[src/hw/rtl/tlm_pkg.sv]
// ----------------------------------------------------------------------------
// tlm_pkg
// Shared types, codes and helpers of the throughput level monitor.
// ----------------------------------------------------------------------------
package tlm_pkg;

  typedef enum logic [1:0] {
    OP_RX   = 2'd0,
    OP_TX   = 2'd1,
    OP_TICK = 2'd2,
    OP_OVR  = 2'd3
  } op_t;

  localparam logic [1:0] LVL_LOW  = 2'd0;
  localparam logic [1:0] LVL_MID  = 2'd1;
  localparam logic [1:0] LVL_HIGH = 2'd2;
  localparam logic [1:0] LVL_OVR  = 2'd3;

  localparam logic [1:0] DIR_RX = 2'd1;
  localparam logic [1:0] DIR_TX = 2'd2;

  localparam int REG_W = 3;
  localparam logic [REG_W-1:0] REG_CLIENT_MODE = 3'd0;
  localparam logic [REG_W-1:0] REG_DIRECTION   = 3'd1;
  localparam logic [REG_W-1:0] REG_MID_THR     = 3'd2;
  localparam logic [REG_W-1:0] REG_HIGH_THR    = 3'd3;
  localparam logic [REG_W-1:0] REG_HYST_RISE   = 3'd4;
  localparam logic [REG_W-1:0] REG_HYST_FALL   = 3'd5;

  localparam logic [15:0] RX_HDR_BYTES = 16'd40;
  localparam logic [15:0] TX_HDR_BYTES = 16'd50;

  // byte count times 8 over a 16-bit millisecond count
  localparam int DVD_W = 35;
  localparam int DVS_W = 16;
  localparam int DIV_CNT_W = 6;

  localparam logic [31:0] BPS_MAX = 32'hFFFF_FFFF;
  localparam logic [9:0]  MS_PER_S = 10'd1000;
  // largest quotient whose product with 1000 still fits 32 bits
  localparam logic [DVD_W-1:0] QUO_MAX = DVD_W'(32'hFFFF_FFFF / 1000);
  localparam int QUO_USE_W = 23;

  typedef struct packed {
    logic pkt_rx;
    logic pkt_tx;
    logic tick_start;
    logic ovr_start;
    logic div_load;
    logic scale;
    logic accum;
    logic level_upd;
    logic out_load;
  } tlm_cmd_t;

  typedef struct packed {
    logic div_done;
    logic out_free;
  } tlm_status_t;

  function automatic logic [31:0] sat_add32(input logic [31:0] a, input logic [31:0] b);
    logic [32:0] s;
    s = {1'b0, a} + {1'b0, b};
    return s[32] ? BPS_MAX : s[31:0];
  endfunction

endpackage

[src/hw/rtl/tlm_div.sv]
// ----------------------------------------------------------------------------
// tlm_div
// Restoring divider, one quotient bit per cycle.
// ----------------------------------------------------------------------------
module tlm_div (
  input  logic                        clk,
  input  logic                        rst,
  input  logic                        start,
  input  logic [tlm_pkg::DVD_W-1:0]   dividend,
  input  logic [tlm_pkg::DVS_W-1:0]   divisor,
  output logic                        done,
  output logic [tlm_pkg::DVD_W-1:0]   quotient
);
  import tlm_pkg::*;

  logic                 busy;
  logic [DIV_CNT_W-1:0] cnt;
  logic [DVS_W-1:0]     rem;
  logic [DVS_W-1:0]     dvs;
  logic [DVD_W-1:0]     quo;
  logic [DVS_W:0]       trial;
  logic                 fits;

  assign trial    = {rem, quo[DVD_W-1]};
  assign fits     = trial >= {1'b0, dvs};
  assign quotient = quo;

  always_ff @(posedge clk) begin
    if (rst) begin
      busy <= 1'b0;
      done <= 1'b0;
      cnt  <= '0;
    end else begin
      done <= 1'b0;
      if (start) begin
        busy <= 1'b1;
        cnt  <= '0;
        rem  <= '0;
        dvs  <= divisor;
        quo  <= dividend;
      end else if (busy) begin
        rem <= fits ? DVS_W'(trial - {1'b0, dvs}) : trial[DVS_W-1:0];
        quo <= {quo[DVD_W-2:0], fits};
        cnt <= cnt + 1'b1;
        if (cnt == DIV_CNT_W'(DVD_W - 1)) begin
          busy <= 1'b0;
          done <= 1'b1;
        end
      end
    end
  end

endmodule

[src/hw/rtl/tlm_datapath.sv]
// ----------------------------------------------------------------------------
// tlm_datapath
// Byte counters, config registers, rate conversion, level hysteresis and
// the output register.
// ----------------------------------------------------------------------------
module tlm_datapath #(
  parameter int NUM_IFACES = 4,
  parameter int IFC_W = 2
) (
  input  logic                       clk,
  input  logic                       rst,
  input  tlm_pkg::tlm_cmd_t          cmd,
  output tlm_pkg::tlm_status_t       status,
  input  logic [IFC_W-1:0]           ifc_sel,
  input  logic                       side_sel,
  input  logic [1:0]                 iface,
  input  logic [15:0]                pkt_length,
  input  logic [15:0]                elapsed_ms,
  input  logic                       cfg_we,
  input  logic [tlm_pkg::REG_W-1:0]  cfg_index,
  input  logic [31:0]                cfg_data,
  input  logic                       out_ready,
  output logic                       out_valid,
  output logic [31:0]                out_tx_bps,
  output logic [31:0]                out_rx_bps,
  output logic [1:0]                 out_level,
  output logic                       out_notify
);
  import tlm_pkg::*;

  // config
  logic        client_mode;
  logic [1:0]  direction;
  logic [31:0] mid_thr;
  logic [31:0] high_thr;
  logic [7:0]  rise_limit;
  logic [7:0]  fall_limit;

  logic [31:0] rx_cnt [NUM_IFACES];
  logic [31:0] tx_cnt [NUM_IFACES];
  logic [15:0] rx_len;
  logic [15:0] tx_len;

  logic [15:0] ms_reg;
  logic [31:0] sel_cnt;
  logic        div_done;
  logic [DVD_W-1:0] quo;
  logic [QUO_USE_W+9:0] prod;
  logic [31:0] scaled;
  logic [31:0] tx_sum;
  logic [31:0] rx_sum;

  logic [1:0]  cur_level;
  logic [15:0] hyst;
  logic [1:0]  res_level;
  logic        res_note;

  logic [31:0] comp;
  logic        above_high;
  logic        above_mid;
  logic        step_en;
  logic [7:0]  limit;
  logic [1:0]  target;
  logic        go;
  logic [15:0] hyst_inc;

  always_ff @(posedge clk) begin
    if (rst) begin
      client_mode <= 1'b1;
      direction   <= 2'd0;
      mid_thr     <= 32'd100000000;
      high_thr    <= 32'd200000000;
      rise_limit  <= 8'd2;
      fall_limit  <= 8'd2;
    end else if (cfg_we) begin
      case (cfg_index)
        REG_CLIENT_MODE: client_mode <= cfg_data[0];
        REG_DIRECTION:   direction   <= cfg_data[1:0];
        REG_MID_THR:     mid_thr     <= cfg_data;
        REG_HIGH_THR:    high_thr    <= cfg_data;
        REG_HYST_RISE:   rise_limit  <= cfg_data[7:0];
        REG_HYST_FALL:   fall_limit  <= cfg_data[7:0];
        default: ;
      endcase
    end
  end

  assign rx_len = (pkt_length >= RX_HDR_BYTES) ? pkt_length - RX_HDR_BYTES : pkt_length;
  assign tx_len = (pkt_length > TX_HDR_BYTES) ? pkt_length - TX_HDR_BYTES : pkt_length;

  // one counter lane per interface, cleared as the tick walk reads it
  for (genvar i = 0; i < NUM_IFACES; i++) begin : g_lane
    logic hit;
    logic sel;
    assign hit = 32'(iface) == 32'(i);
    assign sel = cmd.div_load && (ifc_sel == IFC_W'(i));

    always_ff @(posedge clk) begin
      if (rst) begin
        rx_cnt[i] <= '0;
        tx_cnt[i] <= '0;
      end else begin
        if (cmd.pkt_rx && hit) begin
          rx_cnt[i] <= sat_add32(rx_cnt[i], {16'd0, rx_len});
        end else if (sel && side_sel) begin
          rx_cnt[i] <= '0;
        end
        if (cmd.pkt_tx && hit) begin
          tx_cnt[i] <= sat_add32(tx_cnt[i], {16'd0, tx_len});
        end else if (sel && !side_sel) begin
          tx_cnt[i] <= '0;
        end
      end
    end
  end

  assign sel_cnt = side_sel ? rx_cnt[ifc_sel] : tx_cnt[ifc_sel];

  tlm_div u_div (
    .clk      (clk),
    .rst      (rst),
    .start    (cmd.div_load),
    .dividend ({sel_cnt, 3'b000}),
    .divisor  (ms_reg),
    .done     (div_done),
    .quotient (quo)
  );

  assign prod = quo[QUO_USE_W-1:0] * MS_PER_S;

  // level decision
  always_comb begin
    if (direction == DIR_RX) begin
      comp = rx_sum;
    end else if (direction == DIR_TX) begin
      comp = tx_sum;
    end else begin
      comp = sat_add32(tx_sum, rx_sum);
    end
    above_high = (high_thr != 32'd0) && (comp > high_thr);
    above_mid  = (mid_thr != 32'd0) && (comp > mid_thr);
    if (above_high) begin
      step_en = cur_level != LVL_HIGH;
      limit   = rise_limit;
      target  = LVL_HIGH;
    end else if (above_mid) begin
      step_en = (cur_level == LVL_LOW) || (cur_level == LVL_HIGH);
      limit   = (cur_level == LVL_LOW) ? rise_limit : fall_limit;
      target  = LVL_MID;
    end else begin
      step_en = cur_level != LVL_LOW;
      limit   = fall_limit;
      target  = LVL_LOW;
    end
    go       = hyst > {8'd0, limit};
    hyst_inc = (hyst == 16'hFFFF) ? hyst : hyst + 16'd1;
  end

  always_ff @(posedge clk) begin
    if (rst) begin
      cur_level <= LVL_LOW;
      hyst      <= '0;
      out_valid <= 1'b0;
    end else begin
      if (cmd.tick_start) begin
        ms_reg <= elapsed_ms;
        tx_sum <= '0;
        rx_sum <= '0;
      end
      if (cmd.ovr_start) begin
        cur_level <= LVL_OVR;
        tx_sum    <= '0;
        rx_sum    <= '0;
        res_level <= LVL_OVR;
        res_note  <= 1'b1;
      end
      if (cmd.scale) begin
        if (ms_reg == 16'd0) begin
          scaled <= '0;
        end else if (quo > QUO_MAX) begin
          scaled <= BPS_MAX;
        end else begin
          scaled <= prod[31:0];
        end
      end
      if (cmd.accum) begin
        if (side_sel) begin
          rx_sum <= sat_add32(rx_sum, scaled);
        end else begin
          tx_sum <= sat_add32(tx_sum, scaled);
        end
      end
      if (cmd.level_upd) begin
        if (!client_mode) begin
          res_level <= LVL_LOW;
          res_note  <= 1'b1;
        end else if (step_en && go) begin
          cur_level <= target;
          hyst      <= '0;
          res_level <= target;
          res_note  <= 1'b1;
        end else begin
          if (step_en) begin
            hyst <= hyst_inc;
          end
          res_level <= cur_level;
          res_note  <= 1'b0;
        end
      end
      if (cmd.out_load) begin
        out_valid <= 1'b1;
      end else if (out_ready) begin
        out_valid <= 1'b0;
      end
    end
  end

  always_ff @(posedge clk) begin
    if (cmd.out_load) begin
      out_tx_bps <= tx_sum;
      out_rx_bps <= rx_sum;
      out_level  <= res_level;
      out_notify <= res_note;
    end
  end

  assign status.div_done = div_done;
  assign status.out_free = !out_valid || out_ready;

endmodule

[src/hw/rtl/tlm_ctrl.sv]
// ----------------------------------------------------------------------------
// tlm_ctrl
// Sequencer: takes packet words, walks the interfaces on a tick and hands
// results to the output register.
// ----------------------------------------------------------------------------
module tlm_ctrl #(
  parameter int NUM_IFACES = 4,
  parameter int IFC_W = 2
) (
  input  logic                  clk,
  input  logic                  rst,
  input  logic                  in_valid,
  input  tlm_pkg::op_t          op,
  output logic                  in_ready,
  input  tlm_pkg::tlm_status_t  status,
  output tlm_pkg::tlm_cmd_t     cmd,
  output logic [IFC_W-1:0]      ifc_sel,
  output logic                  side_sel
);
  import tlm_pkg::*;

  typedef enum logic [2:0] {
    S_IDLE,
    S_LOAD,
    S_DIV,
    S_SCALE,
    S_ACCUM,
    S_LEVEL,
    S_OUT
  } state_t;

  state_t state;
  logic   take;
  logic   last;

  assign in_ready = state == S_IDLE;
  assign take     = in_ready && in_valid;
  assign last     = side_sel && (ifc_sel == IFC_W'(NUM_IFACES - 1));

  always_comb begin
    cmd            = '0;
    cmd.pkt_rx     = take && (op == OP_RX);
    cmd.pkt_tx     = take && (op == OP_TX);
    cmd.tick_start = take && (op == OP_TICK);
    cmd.ovr_start  = take && (op == OP_OVR);
    cmd.div_load   = state == S_LOAD;
    cmd.scale      = state == S_SCALE;
    cmd.accum      = state == S_ACCUM;
    cmd.level_upd  = state == S_LEVEL;
    cmd.out_load   = (state == S_OUT) && status.out_free;
  end

  always_ff @(posedge clk) begin
    if (rst) begin
      state    <= S_IDLE;
      ifc_sel  <= '0;
      side_sel <= 1'b0;
    end else begin
      case (state)
        S_IDLE: begin
          if (take && (op == OP_TICK)) begin
            state    <= S_LOAD;
            ifc_sel  <= '0;
            side_sel <= 1'b0;
          end else if (take && (op == OP_OVR)) begin
            state <= S_OUT;
          end
        end
        S_LOAD: state <= S_DIV;
        S_DIV: begin
          if (status.div_done) begin
            state <= S_SCALE;
          end
        end
        S_SCALE: state <= S_ACCUM;
        S_ACCUM: begin
          if (last) begin
            state <= S_LEVEL;
          end else begin
            state    <= S_LOAD;
            side_sel <= !side_sel;
            if (side_sel) begin
              ifc_sel <= ifc_sel + 1'b1;
            end
          end
        end
        S_LEVEL: state <= S_OUT;
        S_OUT: begin
          if (status.out_free) begin
            state <= S_IDLE;
          end
        end
        default: state <= S_IDLE;
      endcase
    end
  end

endmodule

[src/hw/rtl/throughput_level_monitor.sv]
// ----------------------------------------------------------------------------
// throughput_level_monitor
// Per-interface byte counting with tick-driven conversion to bits per
// second and a LOW/MID/HIGH level with hysteresis, or OVR on an override word.
// ----------------------------------------------------------------------------
//  channel  | dir | handshake                      | contents
//  s_axis   | in  | s_axis_tvalid / s_axis_tready  | op in tuser, packet or tick
//  m_axis   | out | m_axis_tvalid / m_axis_tready  | rates, level, notify
//  cfg      | in  | cfg_valid / cfg_ready          | register index and data
//
//  packet words are taken one per cycle while idle; a tick holds tready low
//  while the one-bit-per-cycle divider, shared by every interface and direction,
//  works through each count (load, 35 divide steps, done, scale, add), then
//  through level and output, plus any output stall
//  an override word holds tready low in the output state plus any output stall
//  reset is synchronous; counters and level clear at once, no clearing pass
//  a stalled result holds in the output register; packets are still taken
// ----------------------------------------------------------------------------
module throughput_level_monitor #(
  parameter int NUM_IFACES = 4
) (
  input  logic        clk,
  input  logic        rst,
  input  logic        s_axis_tvalid,
  output logic        s_axis_tready,
  input  logic [39:0] s_axis_tdata,  // iface[1:0], pkt_length[17:2], elapsed_ms[33:18]
  input  logic [1:0]  s_axis_tuser,  // op[1:0]
  output logic        m_axis_tvalid,
  input  logic        m_axis_tready,
  output logic [71:0] m_axis_tdata,  // tx_bps[31:0], rx_bps[63:32], level[65:64], notify[66]
  input  logic        cfg_valid,
  output logic        cfg_ready,
  input  logic [2:0]  cfg_index,
  input  logic [31:0] cfg_data
);
  import tlm_pkg::*;

  localparam int IFC_W = (NUM_IFACES > 1) ? $clog2(NUM_IFACES) : 1;

  tlm_cmd_t         cmd;
  tlm_status_t      status;
  logic [IFC_W-1:0] ifc_sel;
  logic             side_sel;
  logic [31:0]      tx_bps;
  logic [31:0]      rx_bps;
  logic [1:0]       level;
  logic             notify;

  assign cfg_ready = 1'b1;

  tlm_ctrl #(
    .NUM_IFACES (NUM_IFACES),
    .IFC_W      (IFC_W)
  ) u_ctrl (
    .clk      (clk),
    .rst      (rst),
    .in_valid (s_axis_tvalid),
    .op       (op_t'(s_axis_tuser)),
    .in_ready (s_axis_tready),
    .status   (status),
    .cmd      (cmd),
    .ifc_sel  (ifc_sel),
    .side_sel (side_sel)
  );

  tlm_datapath #(
    .NUM_IFACES (NUM_IFACES),
    .IFC_W      (IFC_W)
  ) u_dp (
    .clk        (clk),
    .rst        (rst),
    .cmd        (cmd),
    .status     (status),
    .ifc_sel    (ifc_sel),
    .side_sel   (side_sel),
    .iface      (s_axis_tdata[1:0]),
    .pkt_length (s_axis_tdata[17:2]),
    .elapsed_ms (s_axis_tdata[33:18]),
    .cfg_we     (cfg_valid && cfg_ready),
    .cfg_index  (cfg_index),
    .cfg_data   (cfg_data),
    .out_ready  (m_axis_tready),
    .out_valid  (m_axis_tvalid),
    .out_tx_bps (tx_bps),
    .out_rx_bps (rx_bps),
    .out_level  (level),
    .out_notify (notify)
  );

  assign m_axis_tdata = {5'd0, notify, level, rx_bps, tx_bps};

  // a tick or override word always leaves the input closed in the next cycle
  a_busy_after_result_word: assert property (@(posedge clk) disable iff (rst)
    (s_axis_tvalid && s_axis_tready &&
     (s_axis_tuser == OP_TICK || s_axis_tuser == OP_OVR)) |=> !s_axis_tready)
    else $error("input open right after tick or override word");

  // a new result is only loaded while the input side is closed
  a_result_from_busy: assert property (@(posedge clk) disable iff (rst)
    $rose(m_axis_tvalid) |-> $past(!s_axis_tready))
    else $error("result appeared without a tick or override in flight");

endmodule
[config.mk]
export PLATFORM = sky130hd
export DESIGN_NAME = throughput_level_monitor
export DESIGN_NICKNAME = d
export VERILOG_FILES = /design/src/hw/rtl/tlm_pkg.sv /design/src/hw/rtl/tlm_div.sv /design/src/hw/rtl/tlm_datapath.sv /design/src/hw/rtl/tlm_ctrl.sv /design/src/hw/rtl/throughput_level_monitor.sv
export SDC_FILE = /design/constraint.sdc
export NUM_CORES = 2
export LEC_CHECK = 0
export BUFFER_PORTS_ARGS = -buffer_cell sky130_fd_sc_hd__buf_2
export CORE_ASPECT_RATIO = 0.9
export CORE_MARGIN = 4
export CORE_UTILIZATION = 25
export DETAILED_ROUTE_END_ITERATION = 8
export SLEW_MARGIN = 30
export SYNTH_ARGS = -nofsm -noshare
export SYNTH_HDL_FRONTEND = slang
export SYNTH_HIERARCHICAL = 1
export SYNTH_SLANG_ARGS = --single-unit
[constraint.sdc]
create_clock -name clk -period 11.2 [get_ports clk]
set_input_delay 1.68 -clock clk [delete_from_list [all_inputs] [get_ports clk]]
set_output_delay 1.68 -clock clk [all_outputs]
set_load 0.02 [all_outputs]
Word level (Yosys, flattened, before mapping)
Memory sizes are Yosys's and may differ from the RTL's. A register that Yosys moved wholly into a read port is not among the register bits.
Cells that the tools add are included.
{"block": "word_totals", "word_cells": 321, "ram_bits": 256, "output_inout_bits": 75, "regBits": 365, "mem_count": 2, "inputBits": 82}
{"memory": "u_dp.rx_cnt", "words": 4, "word_bits": 32, "rd": 5, "rd_ports_with_merged_regs": 1, "wr": 4, "line_no": "tlm_datapath.sv:39", "text": "logic [31:0] rx_cnt [NUM_IFACES];"}
{"memory": "u_dp.tx_cnt", "words": 4, "word_bits": 32, "rd": 5, "rd_ports_with_merged_regs": 1, "wr": 4, "line_no": "tlm_datapath.sv:40", "text": "logic [31:0] tx_cnt [NUM_IFACES];"}
{"block": "op_classes", "mul": 1, "order_cmp": 7, "bitwise_logic": 18, "muxes": 148, "add_sub_neg": 17, "reduce_logical": 66, "n_eq_ne": 33}
{"op": "$mux 32", "n": 39}
{"op": "$add 32x16->33", "n": 8}
{"op": "$mux 16", "n": 7}
{"op": "$add 32x32->33", "n": 3}
{"op": "$mux 1", "n": 73}
{"op": "$mux 35", "n": 2}
{"op": "$gt 32x32->1", "n": 2}
{"op": "$reduce_bool 32->1", "n": 2}
{"op": "$gt 35x23->1 const B", "n": 1}
{"op": "$mux 2", "n": 16}
{"op": "$sub 16x6->16 const B", "n": 2}
{"op": "$logic_and 1x1->1", "n": 30}
{"op": "$mul 23x7->29 const B", "n": 1}
{"op": "$mux 8", "n": 3}
{"op": "$reduce_and 2->1", "n": 11}
{"op": "$pmux 3 s7", "n": 1}
{"op": "$ge 17x16->1", "n": 1}
{"op": "$add 16x1->16 const B", "n": 1}
{"op": "$eq 16x16->1 const B", "n": 1}
{"op": "$eq 2x2->1 const B", "n": 8}
{"op": "$ge 16x6->1 const B", "n": 1}
{"op": "$gt 16x6->1 const B", "n": 1}
{"op": "$gt 16x8->1", "n": 1}
{"op": "$logic_not 16->1", "n": 1}
{"op": "other kinds (25)", "n": 74}

Logic depth before layout (Yosys ltp)
{"block": "depth", "depth_word": 13, "ltp_mapped": 36, "depth_no_buf": 33}

By module
The synthesis kept the hierarchy.
{"module": "tlm_datapath", "area_each_um2": 41369.7, "instances": 1, "seq_area_each_um2": 15134.5, "cells_each": 4196}
{"module": "tlm_div", "area_each_um2": 3947.5, "instances": 1, "seq_area_each_um2": 2172.1, "cells_each": 323}
{"module": "tlm_ctrl", "area_each_um2": 431.7, "instances": 1, "seq_area_each_um2": 120.1, "cells_each": 58}
{"module": "throughput_level_monitor", "area_each_um2": 60.1, "instances": 1, "seq_area_each_um2": 0.0, "cells_each": 9}

Worst setup path after synthesis
No wires, ideal clock.
{"block": "synth_timing", "path_type": "input -> register", "startpoint": "in m_axis_tready", "endpoint": "reg u_dp.out_level[0] (enable)", "slack_ns": 3.841, "arrival_ns": 6.769, "stages": 2, "required_time_ns": 10.609, "setup_time_ns": 0.591, "path_buffers": 0, "cell_sequence": "nand2b_1 -> nor3b_1"}
{"element": "from (decl)", "line_no": "throughput_level_monitor.sv:29", "text": "input logic m_axis_tready,"}
{"element": "to (signal assigned)", "line_no": "tlm_datapath.sv:222", "text": "out_level <= res_level;"}
{"element": "to (decl)", "line_no": "tlm_datapath.sv:26", "text": "output logic [1:0] out_level,"}

Final worst setup path
{"block": "layout_timing", "startpoint": "reg u_dp.rx_sum[17]", "endpoint": "reg u_dp.hyst[2]"}
{"block": "layout_via", "elab_chain_cells": 12, "elab_cells_between_ends": 18, "classes_between": "1 x add/sub; 3 x order compare; 1 x eq/ne; 8 x mux; 5 x reduce/logical"}
{"element": "from (decl)", "line_no": "tlm_datapath.sv:51", "text": "logic [31:0] rx_sum;"}
{"element": "from (signal assigned)", "line_no": "tlm_datapath.sv:188", "text": "rx_sum <= sat_add32(rx_sum, scaled);"}
{"element": "$add 32x32->33", "line_no": "tlm_pkg.sv:63", "text": "s = {1'b0, a} + {1'b0, b};"}
{"element": "$mux 32", "line_no": "tlm_pkg.sv:64", "text": "return s[32] ? BPS_MAX : s[31:0];"}
{"element": "$mux 32", "line_no": "tlm_datapath.sv:135", "text": "end else if (direction == DIR_TX) begin"}
{"element": "$mux 32 (*)", "line_no": "tlm_datapath.sv:133", "text": "if (direction == DIR_RX) begin"}
{"element": "$gt 32x32->1", "line_no": "tlm_datapath.sv:141", "text": "above_mid = (mid_thr != 32'd0) && (comp > mid_thr);"}
{"element": "$logic_and 1x1->1", "line_no": "tlm_datapath.sv:141"}
{"element": "$mux 8", "line_no": "tlm_datapath.sv:146", "text": "end else if (above_mid) begin"}
{"element": "$mux 8", "line_no": "tlm_datapath.sv:142", "text": "if (above_high) begin"}
{"element": "$gt 16x8->1", "line_no": "tlm_datapath.sv:155", "text": "go = hyst > {8'd0, limit};"}
{"element": "$logic_and 1x1->1", "line_no": "tlm_datapath.sv:197", "text": "end else if (step_en && go) begin"}
{"element": "$ne 2x2->1 (no source line) / $reduce_bool 2->1 (equally long branches)"}
{"element": "$reduce_and 4->1 (no source line)"}
{"element": "to (signal assigned)", "line_no": "tlm_datapath.sv:204", "text": "hyst <= hyst_inc;"}
{"element": "to (decl)", "line_no": "tlm_datapath.sv:54", "text": "logic [15:0] hyst;"}
Every way passes the cells marked *; elsewhere a longest branch is shown, timed or not.
A chain may end at the register's enable or synchronous reset.

==> key figures <==
Outcome
  • Status: finished clean

Global routing
  • Pin count of the biggest net entering global routing: 70
  • Initial antenna violation count: 17
  • First-pass GRT wire length: 201000 um
  • Vias in the first global route: 34.0k
  • GRT Resource Usage Total: 0.133
  • Total gr overflow: 0

Synth
  • Number of synthesized flops with an enable pin: roughly 500
  • Main synth FF type: edfxtp_1
  • Synth Cell Area: 0.0458 mm2
  • Synth area leaders: edfxtp_1 33%, ha_1 11%, a21oi_1 6.3%, dfxtp_1 5.1%, fa_1 4.1%
  • Post-synthesis cell type count: between 100 and 150
  • Warnings from Yosys: 6
  • Synth async-reset ratio: 0
  • Count leader, synth: a21oi_1
  • Syn Inst Count: roughly 4.6k
  • Share of the synthesized area in the top cell type: 0.330
  • Cell taking the most area after synthesis: edfxtp_1
  • Syn_area_per_cell: 9.99 um2
  • Seq/Total Area, Yosys: 0.380
  • Synth Register Bits: between 600 and 700
  • Post-synth top cells: 580 x a21oi_1, 503 x edfxtp_1, 405 x ha_1

Timing
  • Tmin final: approximately 9 ns
  • Final Hold Viols: 0
  • Worst rel slew slack: 0.335
  • WHS: about 0.45 ns
  • PnR worst setup slack: 2.35 ns
  • Setup TNS Final: 0 ns
  • Worst-Margin Slew: 0.996 ns
  • Final setup viols: 0
  • Fin crit share: 0.790
  • RSZ-0062 raised after global routing: false
  • F_max: roughly 110 MHz
  • Skew final: between 0.05 and 0.06 ns
  • Pins Over Slew Limit: 0

Power and ir drop
  • Design Power: 11.0 mW
  • Worst vdd ir: ~200 uV
  • Leak: approximately 20 nW
  • Pwr/cell area: about 210 mW/mm2

Placement
  • Placed wire-length estimate: between 90000 and 100000 um
  • Port-buffer cells: about 140
  • Dpl ws: between 2 and 2.5 ns
  • Placer Congestion: 0.894

Worst setup path
  • Worst R2R Path Depth: 32
  • CP arrival: ~9.4 ns
  • R2R setup slack: between 2 and 2.5 ns
  • Worst Setup End Kind: flop
  • Reg2reg end: u_dp/hyst[2]$_SDFFE_PP0P_
  • Critical path's largest stage delay: between 0.5 and 0.6 ns
  • Crit-path slowest cell: o32ai_1
  • Crit. Startpoint: u_dp/rx_sum[17]$_DFFE_PN_
  • CP Data Required Time: 11.76 ns
  • Worst Setup EP: u_dp/hyst[2]$_SDFFE_PP0P_
  • WS Path Type: reg -> reg
  • Worst-path fanout max: 30
  • Worst reg2reg path startpoint: u_dp/rx_sum[17]$_DFFE_PN_
  • Startpoint Class: flop

Clock network
  • Total CTS buffers: 75
  • H-tree depth: 3
  • CTS Hold Bufs: 0
  • CTS root buf: clkbuf_16
  • Clock buffer depth: 3
  • Clock Latency Late Sink: 0.71 ns
  • Worst-path clk slew: 0.06 ns
  • Post_cts resized: 0
  • Setup bufs post-CTS: 0
  • Clk sinks: 619
  • CTS tree: built

Hold path
  • Worst Hold Class: reg -> reg

Drt
  • Routed len/inst: between 15 and 20 um
  • Routed WL: roughly 130000 um
  • DR pass1 iterations: 6
  • Post-route antenna net violation count: 0
  • Drt initial violations: about 3.1k
  • Remaining DRCs: 0
  • Vias: around 36k
  • Vias/cell: 5.06

Floorplanning
  • Die Width: ~460 um
  • Die Y: 414 um
  • # IOs: between 150 and 200
  • Initial Util: 0.252
  • Rows: between 100 and 150
  • Die area: around 0.19 mm2
  • Core area: between 0.15 and 0.2 mm2

Layout
  • P&R area growth vs syn: 13.2%
  • Nets@finish: between 5k and 6k
  • Final Util: 0.286
  • Share of post-route cells with drive strength above 1: 0.112
  • # fillers: 19.0k

Flow run
  • Max Cap Viol: 0
cell usage in the layout (no fill, tap or decap), drive strengths merged, types with 48 or more instances in the layout:
cell type and n:
o21ai 167, o21a 63, nand2 350, nor2 266
inv 248, a31oi 97, ha 405, mux4 64
xor2 152, dfxtp 116, fa 94, buf 187
clkbuf 81, and3 73, xnor2 133, edfxtp 503
a21oi 586, nand3 111, mux2 70, nor3 120
a21o 116, o211ai 48, nor2b 50
final cells by class:
| class | count | area [um2] | area share |
|---|---|---|---|
| clock buffer | 81 | 1920 | 0.0370 |
| tap | 2400 | 3000 | 0.0579 |
| timing repair buffer | 187 | 1090 | 0.0210 |
| inverter | 239 | 901 | 0.0174 |
| antenna | 2 | 5.00 | 0.0000965 |
| clock inverter | 53 | 646 | 0.0124 |
| multi-input combinational | 3545 | 26900 | 0.518 |
| sequential | 619 | 17400 | 0.336 |
per-stage QoR:
| stage | area [um2] | cells |
|---|---|---|
| after floorplan | 45800 | 4592 |
| after global placement | 49200 | 6987 |
| after detailed placement | 49200 | 6988 |
| after CTS | 51800 | 7122 |
| after global routing | 51900 | 7126 |
| final | 51900 | 7126 |
critical path, delay by kind of cell (launching register included):
kind / cells / cell delay, ns
compound gates: 16 / 4.25
fa+ha+maj: 3 / 1.10
buf+inv: 2 / 0.68
flops: 1 / 0.52
mux: 1 / 0.29
simple gates: 10 / 1.87
worst min path at each step:
| stage | to | from | depth (start not counted) |
|---|---|---|---|
| final | u_dp/u_div/dvs[5]$_DFFE_PP_ | u_dp/ms_reg[5]$_DFFE_PP_ | 0 |
| after global routing | u_dp/u_div/dvs[9]$_DFFE_PP_ | u_dp/ms_reg[9]$_DFFE_PP_ | 0 |
| after CTS | u_dp/u_div/dvs[7]$_DFFE_PP_ | u_dp/ms_reg[7]$_DFFE_PP_ | 0 |
| after detailed placement | u_dp/u_div/dvs[9]$_DFFE_PP_ | u_dp/ms_reg[9]$_DFFE_PP_ | 0 |
| after global placement | u_dp/u_div/dvs[5]$_DFFE_PP_ | u_dp/ms_reg[5]$_DFFE_PP_ | 0 |
| after floorplan | u_dp/out_level[0]$_DFFE_PP_ | u_dp/res_level[0]$_SDFFCE_PN1P_ | 0 |
report_power, final:
group          total (mW)  internal (mW)  switching (mW)  leakage [nW]
Clock                2.57           1.46            1.11          1.26
Sequential           3.06           2.77           0.292          5.78
Combinational        5.33           2.28            3.05          12.5
Total                11.0           6.51            4.46          19.5
cells by family (layout without fill, tap and decap cells):
family                   after synthesis  in the layout  share of synthesized area
flip-flops                           619            619                      0.380
adder cells (fa/ha/maj)              499            499                      0.152
XOR/XNOR                             285            285                     0.0545
other                                  3             11                   0.000246
buffers and inverters                428            560                     0.0376
AO/OA/AOI/OAI                       1370           1370                      0.190
multiplexers                         175            175                     0.0578
AND/OR/NAND/NOR                     1207           1207                      0.128
layer usage:
metal	GRT usage	vias to the layer above	wire length, um
li1	-	17400	-
met1	0.183	17500	60500
met2	0.217	947	61200
met3	0.0173	195	6210
met4	0.0418	2	3530
met5	0	-	13
Note: power is estimated with default switching activity, not from simulation.
